`config.mk`:
```
export PLATFORM = sky130hd
export DESIGN_NAME = tach_rpm_trimmed_period
export DESIGN_NICKNAME = d
export VERILOG_FILES = /design/src/hw/rtl/trp_pkg.sv /design/src/hw/rtl/trp_ram.sv /design/src/hw/rtl/trp_alu.sv /design/src/hw/rtl/trp_query.sv /design/src/hw/rtl/tach_rpm_trimmed_period.sv
export VERILOG_INCLUDE_DIRS = /design/src /design/src/hw/rtl
export SDC_FILE = /design/constraint.sdc
export NUM_CORES = 1
export LEC_CHECK = 0
export BUFFER_PORTS_ARGS = -buffer_cell sky130_fd_sc_hd__buf_2
export CAP_MARGIN = 20
export CORE_ASPECT_RATIO = 0.7
export CORE_MARGIN = 2
export CORE_UTILIZATION = 30
export CTS_BUF_LIST = sky130_fd_sc_hd__clkbuf_8
export CTS_CLUSTER_SIZE = 40
export DETAILED_ROUTE_END_ITERATION = 16
export GPL_TIMING_DRIVEN = 0
export HOLD_SLACK_MARGIN = 0.08
export PLACE_DENSITY = 0.51
export SETUP_SLACK_MARGIN = 0.2
export SLEW_MARGIN = 30
export SYNTH_ARGS = -nofsm -noshare
export SYNTH_HDL_FRONTEND = slang
export SYNTH_SLANG_ARGS = --single-unit
```
`constraint.sdc`:
```
create_clock -name i_clk -period 8.73 [get_ports i_clk]
set_input_delay 0.873 -clock i_clk [delete_from_list [all_inputs] [get_ports i_clk]]
set_output_delay 0.873 -clock i_clk [all_outputs]
set_load 0.005 [all_outputs]
```
`src/hw/rtl/assert_macros.svh`:
```
// ----------------------------------------------------------------------------
// Assertion macros
// Shared concurrent assertion wrappers; define ASSERT_OFF to drop them all.
// ----------------------------------------------------------------------------
`ifndef ASSERT_MACROS_SVH
`define ASSERT_MACROS_SVH

`ifndef ASSERT_OFF

// property must hold at every clock edge outside reset
`define ASSERT_CLK(lbl, clk, rst_n, prop, msg) \
    lbl: assert property (@(posedge clk) disable iff (!rst_n) prop) else $error(msg);

// expression must never be true outside reset
`define ASSERT_NEVER(lbl, clk, rst_n, expr, msg) \
    lbl: assert property (@(posedge clk) disable iff (!rst_n) !(expr)) else $error(msg);

`else

`define ASSERT_CLK(lbl, clk, rst_n, prop, msg)
`define ASSERT_NEVER(lbl, clk, rst_n, expr, msg)

`endif

`endif

```
`src/hw/rtl/trp_pkg.sv`:
```
// ----------------------------------------------------------------------------
// trp_pkg
// Types and constants shared by the tach trimmed-period speed block.
// ----------------------------------------------------------------------------
package trp_pkg;

    localparam int TIME_W     = 32;
    localparam int RPM_W      = 29;
    localparam int STAT_W     = 2;
    localparam int DIV_W      = 4;
    localparam int ALU_W      = 34;
    localparam int CNT_W      = 5;
    localparam int DIV_STEPS  = 32;
    localparam int MINUTE_US  = 60000000;

    localparam logic [RPM_W-1:0] RPM_MAX = '1;

    // speed status codes
    localparam logic [STAT_W-1:0] STAT_OK      = 2'd0;
    localparam logic [STAT_W-1:0] STAT_UNAVAIL = 2'd1;
    localparam logic [STAT_W-1:0] STAT_STOPPED = 2'd2;

    // configuration register indexes (paddr[2])
    localparam logic REG_EXPIRE = 1'b0;
    localparam logic REG_DIVIDE = 1'b1;

    typedef enum logic [3:0] {
        Q_IDLE,
        Q_FIRST,
        Q_EXPCMP,
        Q_DELTA,
        Q_CMP1,
        Q_CMP2,
        Q_SPAN,
        Q_TRIM1,
        Q_TRIM2,
        Q_DIV,
        Q_DONE
    } t_qstate;

    typedef struct packed {
        logic                busy;
        logic                done;
        logic [RPM_W-1:0]    rpm;
        logic [STAT_W-1:0]   status;
    } t_qry_res;

endpackage

```
`src/hw/rtl/trp_ram.sv`:
```
// ----------------------------------------------------------------------------
// trp_ram
// Generic single-write, single-read RAM with registered read data.
// ----------------------------------------------------------------------------
module trp_ram #(
    parameter int WIDTH = 32,
    parameter int DEPTH = 8,
    localparam int AW   = (DEPTH > 1) ? $clog2(DEPTH) : 1
) (
    input  logic             i_clk,
    input  logic             i_we,
    input  logic [AW-1:0]    i_waddr,
    input  logic [WIDTH-1:0] i_wdata,
    input  logic             i_re,
    input  logic [AW-1:0]    i_raddr,
    output logic [WIDTH-1:0] o_rdata
);

    logic [WIDTH-1:0] r_mem [DEPTH];
    logic [WIDTH-1:0] r_rdata;

    always_ff @(posedge i_clk) begin
        if (i_we) begin
            r_mem[i_waddr] <= i_wdata;
        end
        // hold the last read word until the next read
        if (i_re) begin
            r_rdata <= r_mem[i_raddr];
        end
    end

    assign o_rdata = r_rdata;

endmodule

```
`src/hw/rtl/trp_alu.sv`:
```
// ----------------------------------------------------------------------------
// trp_alu
// Shared subtractor with sign and zero flags, used for every difference,
// compare and division step of a speed query.
// ----------------------------------------------------------------------------
module trp_alu
    import trp_pkg::*;
(
    input  logic [ALU_W-1:0] i_a,
    input  logic [ALU_W-1:0] i_b,
    output logic [ALU_W-1:0] o_y,
    output logic             o_neg,
    output logic             o_zero
);

    assign o_y    = i_a - i_b;
    assign o_neg  = o_y[ALU_W-1];
    assign o_zero = (o_y == '0);

endmodule

```
`src/hw/rtl/trp_query.sv`:
```
// ----------------------------------------------------------------------------
// trp_query
// Speed query sequencer: walks the stamp ring, keeps the two largest deltas,
// trims them from the span and divides, all through one shared subtractor.
// ----------------------------------------------------------------------------
`include "assert_macros.svh"

module trp_query
    import trp_pkg::*;
#(
    parameter int STAMPS = 8,
    localparam int IW    = $clog2(STAMPS)
) (
    input  logic              i_clk,
    input  logic              i_rst_n,
    input  logic              i_start,
    input  logic [TIME_W-1:0] i_now,
    input  logic [IW-1:0]     i_first,
    input  logic              i_ring_full,
    input  logic [TIME_W-1:0] i_expire,
    input  logic              i_out_free,
    output logic              o_re,
    output logic [IW-1:0]     o_raddr,
    input  logic [TIME_W-1:0] i_rdata,
    output t_qry_res          o_res
);

    localparam logic [TIME_W-1:0] DIVIDEND = TIME_W'((STAMPS - 3) * MINUTE_US);

    function automatic logic [ALU_W-1:0] sext(input logic [TIME_W-1:0] x);
        return {{(ALU_W-TIME_W){x[TIME_W-1]}}, x};
    endfunction

    function automatic logic [ALU_W-1:0] zext(input logic [TIME_W-1:0] x);
        return {{(ALU_W-TIME_W){1'b0}}, x};
    endfunction

    t_qstate             r_state, n_state;
    logic [TIME_W-1:0]   r_now, n_now;
    logic [TIME_W-1:0]   r_first, n_first;
    logic [TIME_W-1:0]   r_prev, n_prev;
    logic [TIME_W-1:0]   r_delta, n_delta;
    logic [TIME_W-1:0]   r_big1, n_big1;
    logic [TIME_W-1:0]   r_big2, n_big2;
    logic [ALU_W-1:0]    r_acc, n_acc;
    logic [TIME_W-2:0]   r_divisor, n_divisor;
    logic [TIME_W-1:0]   r_quo, n_quo;
    logic [CNT_W-1:0]    r_cnt, n_cnt;
    logic [IW-1:0]       r_rd_ptr, n_rd_ptr;
    logic [RPM_W-1:0]    r_rpm, n_rpm;
    logic [STAT_W-1:0]   r_status, n_status;

    logic [ALU_W-1:0]    alu_a, alu_b, alu_y;
    logic                alu_neg, alu_zero;
    logic [IW-1:0]       ptr_next;
    logic                last_delta;
    logic                div_last;
    logic [ALU_W-1:0]    rem_sh;

    trp_alu u_alu (
        .i_a    (alu_a),
        .i_b    (alu_b),
        .o_y    (alu_y),
        .o_neg  (alu_neg),
        .o_zero (alu_zero)
    );

    assign ptr_next   = (r_rd_ptr == IW'(STAMPS - 1)) ? '0 : r_rd_ptr + IW'(1);
    assign last_delta = (r_cnt == CNT_W'(STAMPS - 1));
    assign div_last   = (r_cnt == CNT_W'(DIV_STEPS - 1));
    assign rem_sh     = {r_acc[ALU_W-2:0], r_quo[TIME_W-1]};

    // operand select for the shared subtractor
    always_comb begin
        alu_a = '0;
        alu_b = '0;
        unique case (r_state)
            Q_FIRST: begin
                alu_a = zext(r_now);
                alu_b = zext(i_rdata);
            end
            Q_EXPCMP: begin
                alu_a = zext(i_expire);
                alu_b = sext(r_delta);
            end
            Q_DELTA: begin
                alu_a = zext(i_rdata);
                alu_b = zext(r_prev);
            end
            Q_CMP1: begin
                alu_a = sext(r_delta);
                alu_b = sext(r_big1);
            end
            Q_CMP2: begin
                alu_a = sext(r_delta);
                alu_b = sext(r_big2);
            end
            Q_SPAN: begin
                alu_a = zext(r_prev);
                alu_b = zext(r_first);
            end
            Q_TRIM1: begin
                alu_a = r_acc;
                alu_b = sext(r_big1);
            end
            Q_TRIM2: begin
                alu_a = r_acc;
                alu_b = sext(r_big2);
            end
            Q_DIV: begin
                alu_a = rem_sh;
                alu_b = {{(ALU_W-TIME_W+1){1'b0}}, r_divisor};
            end
            Q_IDLE, Q_DONE: begin
                alu_a = '0;
                alu_b = '0;
            end
            default: begin
                alu_a = '0;
                alu_b = '0;
            end
        endcase
    end

    // next state
    always_comb begin
        n_state = r_state;
        unique case (r_state)
            Q_IDLE: begin
                if (i_start) begin
                    n_state = i_ring_full ? Q_FIRST : Q_DONE;
                end
            end
            Q_FIRST:  n_state = Q_EXPCMP;
            Q_EXPCMP: n_state = alu_neg ? Q_DONE : Q_DELTA;
            Q_DELTA:  n_state = Q_CMP1;
            Q_CMP1: begin
                if (alu_neg) begin
                    n_state = Q_CMP2;
                end else begin
                    n_state = last_delta ? Q_SPAN : Q_DELTA;
                end
            end
            Q_CMP2:   n_state = last_delta ? Q_SPAN : Q_DELTA;
            Q_SPAN: begin
                n_state = (alu_y[TIME_W-1] || alu_y[TIME_W-1:0] == '0) ? Q_DONE : Q_TRIM1;
            end
            Q_TRIM1:  n_state = Q_TRIM2;
            Q_TRIM2:  n_state = (alu_neg || alu_zero) ? Q_DONE : Q_DIV;
            Q_DIV:    n_state = div_last ? Q_DONE : Q_DIV;
            Q_DONE:   n_state = i_out_free ? Q_IDLE : Q_DONE;
            default:  n_state = Q_IDLE;
        endcase
    end

    // datapath and outputs
    always_comb begin
        n_now     = r_now;
        n_first   = r_first;
        n_prev    = r_prev;
        n_delta   = r_delta;
        n_big1    = r_big1;
        n_big2    = r_big2;
        n_acc     = r_acc;
        n_divisor = r_divisor;
        n_quo     = r_quo;
        n_cnt     = r_cnt;
        n_rd_ptr  = r_rd_ptr;
        n_rpm     = r_rpm;
        n_status  = r_status;
        o_re      = 1'b0;
        o_raddr   = ptr_next;
        unique case (r_state)
            Q_IDLE: begin
                n_now    = i_now;
                n_big1   = '0;
                n_big2   = '0;
                n_rpm    = '0;
                n_status = STAT_UNAVAIL;
                n_rd_ptr = i_first;
                o_raddr  = i_first;
                o_re     = i_start && i_ring_full;
            end
            Q_FIRST: begin
                n_first = i_rdata;
                n_prev  = i_rdata;
                n_delta = alu_y[TIME_W-1:0];
            end
            Q_EXPCMP: begin
                if (alu_neg) begin
                    n_status = STAT_STOPPED;
                end else begin
                    o_re     = 1'b1;
                    n_rd_ptr = ptr_next;
                    n_cnt    = CNT_W'(1);
                end
            end
            Q_DELTA: begin
                n_delta = alu_y[TIME_W-1:0];
                n_prev  = i_rdata;
            end
            Q_CMP1: begin
                if (!alu_neg) begin
                    n_big2 = r_big1;
                    n_big1 = r_delta;
                    if (!last_delta) begin
                        o_re     = 1'b1;
                        n_rd_ptr = ptr_next;
                        n_cnt    = r_cnt + CNT_W'(1);
                    end
                end
            end
            Q_CMP2: begin
                if (!alu_neg && !alu_zero) begin
                    n_big2 = r_delta;
                end
                if (!last_delta) begin
                    o_re     = 1'b1;
                    n_rd_ptr = ptr_next;
                    n_cnt    = r_cnt + CNT_W'(1);
                end
            end
            Q_SPAN: begin
                n_acc = sext(alu_y[TIME_W-1:0]);
            end
            Q_TRIM1: begin
                n_acc = alu_y;
            end
            Q_TRIM2: begin
                n_divisor = alu_y[TIME_W-2:0];
                n_acc     = '0;
                n_quo     = DIVIDEND;
                n_cnt     = '0;
            end
            Q_DIV: begin
                // restoring step: keep the difference when it does not go negative
                n_acc = alu_neg ? rem_sh : alu_y;
                n_quo = {r_quo[TIME_W-2:0], ~alu_neg};
                n_cnt = r_cnt + CNT_W'(1);
                if (div_last) begin
                    n_status = STAT_OK;
                    n_rpm    = (n_quo[TIME_W-1:RPM_W] != '0) ? RPM_MAX : n_quo[RPM_W-1:0];
                end
            end
            Q_DONE: begin
                o_re = 1'b0;
            end
            default: begin
                o_re = 1'b0;
            end
        endcase
    end

    always_ff @(posedge i_clk) begin
        if (!i_rst_n) begin
            r_state <= Q_IDLE;
        end else begin
            r_state <= n_state;
        end
    end

    always_ff @(posedge i_clk) begin
        r_now     <= n_now;
        r_first   <= n_first;
        r_prev    <= n_prev;
        r_delta   <= n_delta;
        r_big1    <= n_big1;
        r_big2    <= n_big2;
        r_acc     <= n_acc;
        r_divisor <= n_divisor;
        r_quo     <= n_quo;
        r_cnt     <= n_cnt;
        r_rd_ptr  <= n_rd_ptr;
        r_rpm     <= n_rpm;
        r_status  <= n_status;
    end

    assign o_res.busy   = (r_state != Q_IDLE);
    assign o_res.done   = (r_state == Q_DONE) && i_out_free;
    assign o_res.rpm    = r_rpm;
    assign o_res.status = r_status;

    `ASSERT_CLK(a_rpm_zero_unless_ok, i_clk, i_rst_n, (o_res.done && r_status != STAT_OK) |-> (r_rpm == '0), "rpm nonzero on a failed query")
    `ASSERT_NEVER(a_start_when_busy, i_clk, i_rst_n, i_start && r_state != Q_IDLE, "query started while sequencer busy")
    `ASSERT_CLK(a_divisor_nonzero, i_clk, i_rst_n, (r_state == Q_DIV) |-> (r_divisor != '0), "division by a zero trimmed sum")
    `ASSERT_CLK(a_big_order, i_clk, i_rst_n, (r_state == Q_SPAN) |-> (!r_big1[TIME_W-1] && !r_big2[TIME_W-1]), "largest deltas went negative")

endmodule

```
`src/hw/rtl/tach_rpm_trimmed_period.sv`:
```
// ----------------------------------------------------------------------------
// tach_rpm_trimmed_period
// Fan tach speed measurement: records every edge_divide-th clean falling edge
// in a stamp ring and answers speed queries from the trimmed mean period.
// ----------------------------------------------------------------------------
// Channel    Direction  Transaction
// s_axis     in         tach edge (tuser=0) or speed query (tuser=1), with time
// m_axis     out        one speed result per query, none per edge
// apb        in/out     expire_us at 0x0, edge_divide at 0x4
//
// A query, once accepted, walks the ring (STAMPS-1 deltas) through the shared
// subtractor and then runs a 32-step restoring division; an unavailable or
// stopped answer leaves earlier. s_axis_tready is low while a query runs.
// A finished result waits in the output register; edges are still taken.
// Reset is synchronous, active low; the stamp ring needs no clearing.
// ----------------------------------------------------------------------------
`include "assert_macros.svh"

module tach_rpm_trimmed_period
    import trp_pkg::*;
#(
    parameter int STAMPS = 8
) (
    input  logic        i_clk,
    input  logic        i_rst_n,
    input  logic        s_axis_tvalid,
    output logic        s_axis_tready,
    input  logic [39:0] s_axis_tdata,   // [0] pin_level, [32:1] time_us, rest zero
    input  logic [0:0]  s_axis_tuser,   // [0] req_type
    output logic        m_axis_tvalid,
    input  logic        m_axis_tready,
    output logic [31:0] m_axis_tdata,   // [28:0] rpm, rest zero
    output logic [1:0]  m_axis_tuser,   // [1:0] speed_status
    input  logic        psel,
    input  logic        penable,
    input  logic        pwrite,
    input  logic [2:0]  paddr,
    input  logic [31:0] pwdata,
    output logic [31:0] prdata,
    output logic        pready
);

    localparam int IW = $clog2(STAMPS);

    logic [TIME_W-1:0] r_expire;
    logic [DIV_W-1:0]  r_edge_div;
    logic [2:0]        r_edge_phase;
    logic [IW-1:0]     r_newest;
    logic              r_ring_full;
    logic              r_m_valid;
    logic [RPM_W-1:0]  r_m_rpm;
    logic [STAT_W-1:0] r_m_status;

    logic              cfg_wr;
    logic              s_accept;
    logic              is_edge;
    logic              q_start;
    logic [TIME_W-1:0] in_time;
    logic [IW-1:0]     next_idx;
    logic [DIV_W-1:0]  div_eff;
    logic [DIV_W-1:0]  phase_inc;
    logic              record;
    logic              out_free;
    logic              ram_re;
    logic [IW-1:0]     ram_raddr;
    logic [TIME_W-1:0] ram_rdata;
    t_qry_res          q_res;

    assign pready   = 1'b1;
    assign cfg_wr   = psel && penable && pwrite && pready;
    assign prdata   = (paddr[2] == REG_DIVIDE) ? {{(32-DIV_W){1'b0}}, r_edge_div} : r_expire;

    assign s_axis_tready = !q_res.busy;
    assign s_accept = s_axis_tvalid && s_axis_tready;
    assign in_time  = s_axis_tdata[TIME_W:1];
    assign is_edge  = s_accept && !s_axis_tuser[0] && !s_axis_tdata[0];
    assign q_start  = s_accept && s_axis_tuser[0];

    assign next_idx = (r_newest == IW'(STAMPS - 1)) ? '0 : r_newest + IW'(1);

    // clamp divide into 1..8
    always_comb begin
        priority if (r_edge_div == '0) begin
            div_eff = DIV_W'(1);
        end else if (r_edge_div > DIV_W'(8)) begin
            div_eff = DIV_W'(8);
        end else begin
            div_eff = r_edge_div;
        end
    end

    assign phase_inc = {1'b0, r_edge_phase} + DIV_W'(1);
    assign record    = (phase_inc >= div_eff);

    always_ff @(posedge i_clk) begin
        if (!i_rst_n) begin
            r_expire   <= TIME_W'(2000000);
            r_edge_div <= DIV_W'(2);
        end else if (cfg_wr) begin
            unique case (paddr[2])
                REG_EXPIRE: r_expire   <= pwdata;
                REG_DIVIDE: r_edge_div <= pwdata[DIV_W-1:0];
                default:    r_expire   <= r_expire;
            endcase
        end
    end

    always_ff @(posedge i_clk) begin
        if (!i_rst_n) begin
            r_edge_phase <= 3'd7;
            r_newest     <= IW'(STAMPS - 1);
            r_ring_full  <= 1'b0;
        end else if (is_edge) begin
            if (record) begin
                r_edge_phase <= '0;
                r_newest     <= next_idx;
                if (next_idx == IW'(STAMPS - 1)) begin
                    r_ring_full <= 1'b1;
                end
            end else begin
                r_edge_phase <= phase_inc[2:0];
            end
        end
    end

    trp_ram #(
        .WIDTH (TIME_W),
        .DEPTH (STAMPS)
    ) u_ring (
        .i_clk   (i_clk),
        .i_we    (is_edge && record),
        .i_waddr (next_idx),
        .i_wdata (in_time),
        .i_re    (ram_re),
        .i_raddr (ram_raddr),
        .o_rdata (ram_rdata)
    );

    assign out_free = !r_m_valid || m_axis_tready;

    trp_query #(
        .STAMPS (STAMPS)
    ) u_query (
        .i_clk       (i_clk),
        .i_rst_n     (i_rst_n),
        .i_start     (q_start),
        .i_now       (in_time),
        .i_first     (next_idx),
        .i_ring_full (r_ring_full),
        .i_expire    (r_expire),
        .i_out_free  (out_free),
        .o_re        (ram_re),
        .o_raddr     (ram_raddr),
        .i_rdata     (ram_rdata),
        .o_res       (q_res)
    );

    always_ff @(posedge i_clk) begin
        if (!i_rst_n) begin
            r_m_valid <= 1'b0;
        end else if (q_res.done) begin
            r_m_valid <= 1'b1;
        end else if (m_axis_tready) begin
            r_m_valid <= 1'b0;
        end
    end

    always_ff @(posedge i_clk) begin
        if (q_res.done) begin
            r_m_rpm    <= q_res.rpm;
            r_m_status <= q_res.status;
        end
    end

    assign m_axis_tvalid = r_m_valid;
    assign m_axis_tdata  = {{(32-RPM_W){1'b0}}, r_m_rpm};
    assign m_axis_tuser  = r_m_status;

    `ASSERT_CLK(a_query_blocks_input, i_clk, i_rst_n, q_start |=> !s_axis_tready, "input taken during a query")
    `ASSERT_NEVER(a_ring_full_sticks, i_clk, i_rst_n, $fell(r_ring_full), "ring full flag dropped")
    `ASSERT_NEVER(a_no_result_overrun, i_clk, i_rst_n, q_res.done && r_m_valid && !m_axis_tready, "result overwrote a pending one")

endmodule
```
==> results.md <==
- Status: complete, no violations
- WS Path Type: flop to flop
- Distinct cells, synth: 82
- Vias per cell: 5.24
- Synth Register Bits: 695
- Hpwl dp: 76700 um
- Reg2Reg Setup Slack: 330 ps
- Starting density of the core: 30.3%
- Num CTS Buffers: 108
- Root buffer cell: clkbuf_8
- DRT met1 WL: 49900 um
- Clock transition at path regs: 70 ps
- Slowest cell on crit path: clkbuf_1
- Global-route wire length before repair: 147000 um
- Chip Width: 389 um
- Synth Cell Area: 31100 um^2
- Fin worst setup slack: 334 ps
- Syn avg cell area: 12.2 um^2
- CTS Buffer Depth: 3
- Max frequency: 0.119 GHz
- Gp weighted congestion: 0.928
- Clock Latency Late Sink: 800 ps
- Final setup fails: 0
- Core area: 103000 um^2
- WHS Endpoint: r_expire[15]
- Final routed DRC violation total: 0
- Critical path data arrival time: 8910 ps
- Buffer and inverter count on the worst path: 5
- Max_slew headroom: 29.9%
- First-pass DRT Iterations: 9
- Total Wirelength: 102000 um
- Mapped Cells: 2560
- GR Overflow Total: 0
- Startpoint class of the critical path: flop
- Drt wl/cell: 23.7 um
- CP most frequent cell: clkbuf_1
- Max Cap Viol: 0
- Top_reg_cell synth: edfxtp_1
- FF-to-FF End: u_query.r_big2[18]
- Initial antenna violation count: 2
- Clock Sinks: 695
- Nets@finish: 2990
- CTS Hold Bufs: 0
- Vias in the first global route: 21400
- Final-report max-slew violation count: 0
- Worst hold start: pwdata[15]
- Hold depth: 3
- WL met3: 12500 um
- Share of flip-flops with an asynchronous set or reset: 0%
- Top delay family on crit path: simple AND/OR/NAND/NOR gates
- Antenna Nets Post-Route: 0
- RSZ-0062 raised after global routing: no
- Fin crit period: 8400 ps
- Largest net degree at the start of global routing: 59
- Critical Path End Type: flop
- CP Cell Sequence: inv_1 -> clkbuf_1 -> or3_1 -> clkbuf_1 -> clkbuf_1 -> o21ai_0 -> a221oi_1 -> nand2_1 -> ha_1 -> fa_1 -> nand2b_1 -> a211oi_2 -> o21ai_0 -> a21oi_1 -> nor2_1 -> o21a_1 -> or4_1 -> nor4_2 -> nand4_1 -> o211ai_1 -> nand2_2 -> buf_12
- R2r startpoint: u_query.r_state[0]
- Count of final hold-check violations: 0
- All-Layer GR Usage: 18.8%
- Proportion of synthesized chip area in sequential cells: 65.5%
- Hold WC Path Type: input pin to flop
- Port Buffers: 136
- Area Overhead vs Synth: 16.0%
- Die area: 106000 um^2
- Worst slew pin tran: 1040 ps
- EDFF count, synth: 647
- Rows: 98
- Top sig layer: met4
- Layout cells sized above 1: 14.0%
- Tcrit/Tclk final: 96.2%
- IO Pins: 152
- Die height: 273 um
- Reg2reg path depth: 22
- Critical Path RT: 9240 ps
- Clock H-tree levels: 3
- Via count: 22500
- DR iter-0 viols: 2718
- Pre-CTS setup slack: 364 ps
- Peak per-stage delay on the critical path: 790 ps
- Ys Warns: 0
- TritonCTS clock tree: built
- Clock Skew: 64.4 ps
- CP Max Fanout: 22
- WL met2: 37600 um
- Layout fillers: 10300
## per-layer routing
layer / GRT usage (%) / vias to the layer above
li1: - / 10200
met1: 29.2 / 11200
met2: 23.7 / 994
met3: 7.39 / 137
met4: 4.14 / 0
met5: 0 / -
## stage by stage
stage	utilization [%]	hold WS, ps	cells	cell area (um^2)	TNS [ps]
5_1_grt	35.2	281	4290	36100	0
3_5_place_dp	33.3	405	4100	34200	0
6_report	35.2	317	4290	36100	0
4_1_cts	35.2	224	4288	36100	0
2_1_floorplan	-	400	2562	31100	0
3_3_place_gp	32.7	405	4048	33500	-51790
## flip-flops by register name, indices dropped and copies added, names as in the netlist, 2 cells and up
name / flops
u_ring.o_rdata: 32
u_query.r_first: 32
u_query.r_big2: 32
u_ring.r_mem: 256
r_m_rpm: 29
u_query.r_status: 2
u_query.r_divisor: 31
u_query.r_now: 32
r_edge_phase: 3
m_axis_tuser: 2
u_query.r_rd_ptr: 3
u_query.r_cnt: 5
u_query.r_acc: 34
r_expire: 32
r_newest: 3
u_query.r_quo: 32
r_edge_div: 4
u_query.r_big1: 32
u_query.r_rpm: 29
u_query.r_state: 4
u_query.r_prev: 32
u_query.r_delta: 32
## what timing repair did
item | CTS | global route
setup buffers | 0 | 0
setup endpoints to repair | 0 | 22
gates resized for setup | 0 | 2
## worst reg2reg max path: stages (launching register included)
cell and delay, ps:
dfxtp_1 370, inv_1 120, clkbuf_1 450, or3_1 260, clkbuf_1 520, clkbuf_1 790
o21ai_0 260, a221oi_1 260, nand2_1 120, ha_1 240, fa_1 470, nand2b_1 210
a211oi_2 490, o21ai_0 220, a21oi_1 540, nor2_1 190, o21a_1 340, or4_1 550
nor4_2 540, nand4_1 280, o211ai_1 260, nand2_2 270, buf_12 310
## cells in the mapped netlist, types with 4 or more instances
cell type / instances / area (um^2)
a211oi_1: 5 / 37.5
a21boi_0: 28 / 210
a21o_1: 10 / 75.1
a21oi_1: 71 / 355
a21oi_2: 4 / 35.0
a221o_1: 91 / 911
a222oi_1: 4 / 40.0
a22oi_1: 66 / 495
a31oi_1: 4 / 25.0
and2_1: 33 / 206
and3_1: 26 / 163
buf_1: 20 / 75.1
buf_2: 6 / 30.0
buf_4: 5 / 37.5
clkbuf_1: 138 / 518
dfxtp_1: 48 / 961
edfxtp_1: 647 / 19400
ha_1: 45 / 563
inv_1: 30 / 113
mux2_2: 8 / 90.1
mux2i_1: 102 / 1020
nand2_1: 507 / 1900
nand2b_1: 29 / 181
nand3_1: 183 / 916
nand4_1: 10 / 62.6
nor2_1: 85 / 319
nor2b_1: 35 / 219
nor3_1: 12 / 60.1
nor4_1: 4 / 25.0
o211ai_1: 8 / 60.1
o21a_1: 12 / 90.1
o21ai_0: 150 / 751
o21ai_1: 11 / 55.1
o22ai_1: 9 / 56.3
o31ai_1: 4 / 30.0
or2_2: 5 / 31.3
or3_1: 16 / 100
xnor2_1: 11 / 96.3
xor2_1: 19 / 166
## worst max path at each step
stage,startpoint,to,slack [ps],depth (start not counted)
floorplan,u_query.r_state[0],u_ring.o_rdata[0],2700,17
global placement,u_query.r_state[0],u_ring.o_rdata[18],-710,17
detailed placement,u_query.r_state[2],u_query.r_big2[16],360,21
CTS,u_query.r_state[2],u_query.r_big2[13],300,21
global route,u_query.r_state[0],u_query.r_big2[16],230,22
finish,u_query.r_state[0],u_query.r_big2[18],330,22
## logic make-up after synthesis
kind of cell | count (synthesis) | synth area share, %
multiplexers | 110 | 3.57
AND/OR/NAND/NOR | 962 | 14.0
buffers and inverters | 205 | 2.68
XOR/XNOR | 33 | 1.00
flip-flops | 695 | 65.5
adder cells (fa/ha/maj) | 46 | 1.87
other | 2 | 0.0241
AO/OA/AOI/OAI | 507 | 11.3
## layout by cell type, fill, tap and decap left out, types with 8 or more instances in the layout
cell type / Yosys / layout
clkinv_1: 1 / 21
xor2_1: 19 / 19
nand2_1: 507 / 504
a22oi_1: 66 / 66
a221o_1: 91 / 91
clkbuf_8: 1 / 114
mux2_2: 8 / 8
or3_1: 16 / 16
nand4_1: 10 / 10
o22ai_1: 9 / 9
mux2i_1: 102 / 101
nor2_1: 85 / 81
buf_4: 5 / 25
o21a_1: 12 / 12
o211ai_1: 8 / 8
dfxtp_1: 48 / 48
buf_16: 0 / 9
o21ai_1: 11 / 10
clkbuf_2: 0 / 13
clkbuf_1: 138 / 126
and2_1: 33 / 33
o21ai_0: 150 / 148
clkinv_2: 0 / 11
buf_2: 6 / 166
nand2b_1: 29 / 29
buf_1: 20 / 14
nor2b_1: 35 / 34
a21oi_1: 71 / 71
a21boi_0: 28 / 28
and3_1: 26 / 26
ha_1: 45 / 45
edfxtp_1: 647 / 647
nand3_1: 183 / 183
inv_1: 30 / 67
a21o_1: 10 / 10
xnor2_1: 11 / 11
## final cells by class
| type | instances | area [um^2] | area share (%) |
|---|---|---|---|
| clock inverters | 75 | 334 | 0.926 |
| well taps | 1350 | 1690 | 4.68 |
| flip-flops and latches | 695 | 20400 | 56.5 |
| multi-input cells | 1662 | 10000 | 27.7 |
| repair buffers | 189 | 1240 | 3.44 |
| clock buffers | 113 | 1560 | 4.31 |
| inverters | 31 | 123 | 0.340 |
| diodes | 1 | 2.50 | 0.00693 |
| plain buffers | 174 | 743 | 2.06 |
Power is not shown: default switching activity piles up to over one toggle a cycle in this logic, so the estimate is an artifact.
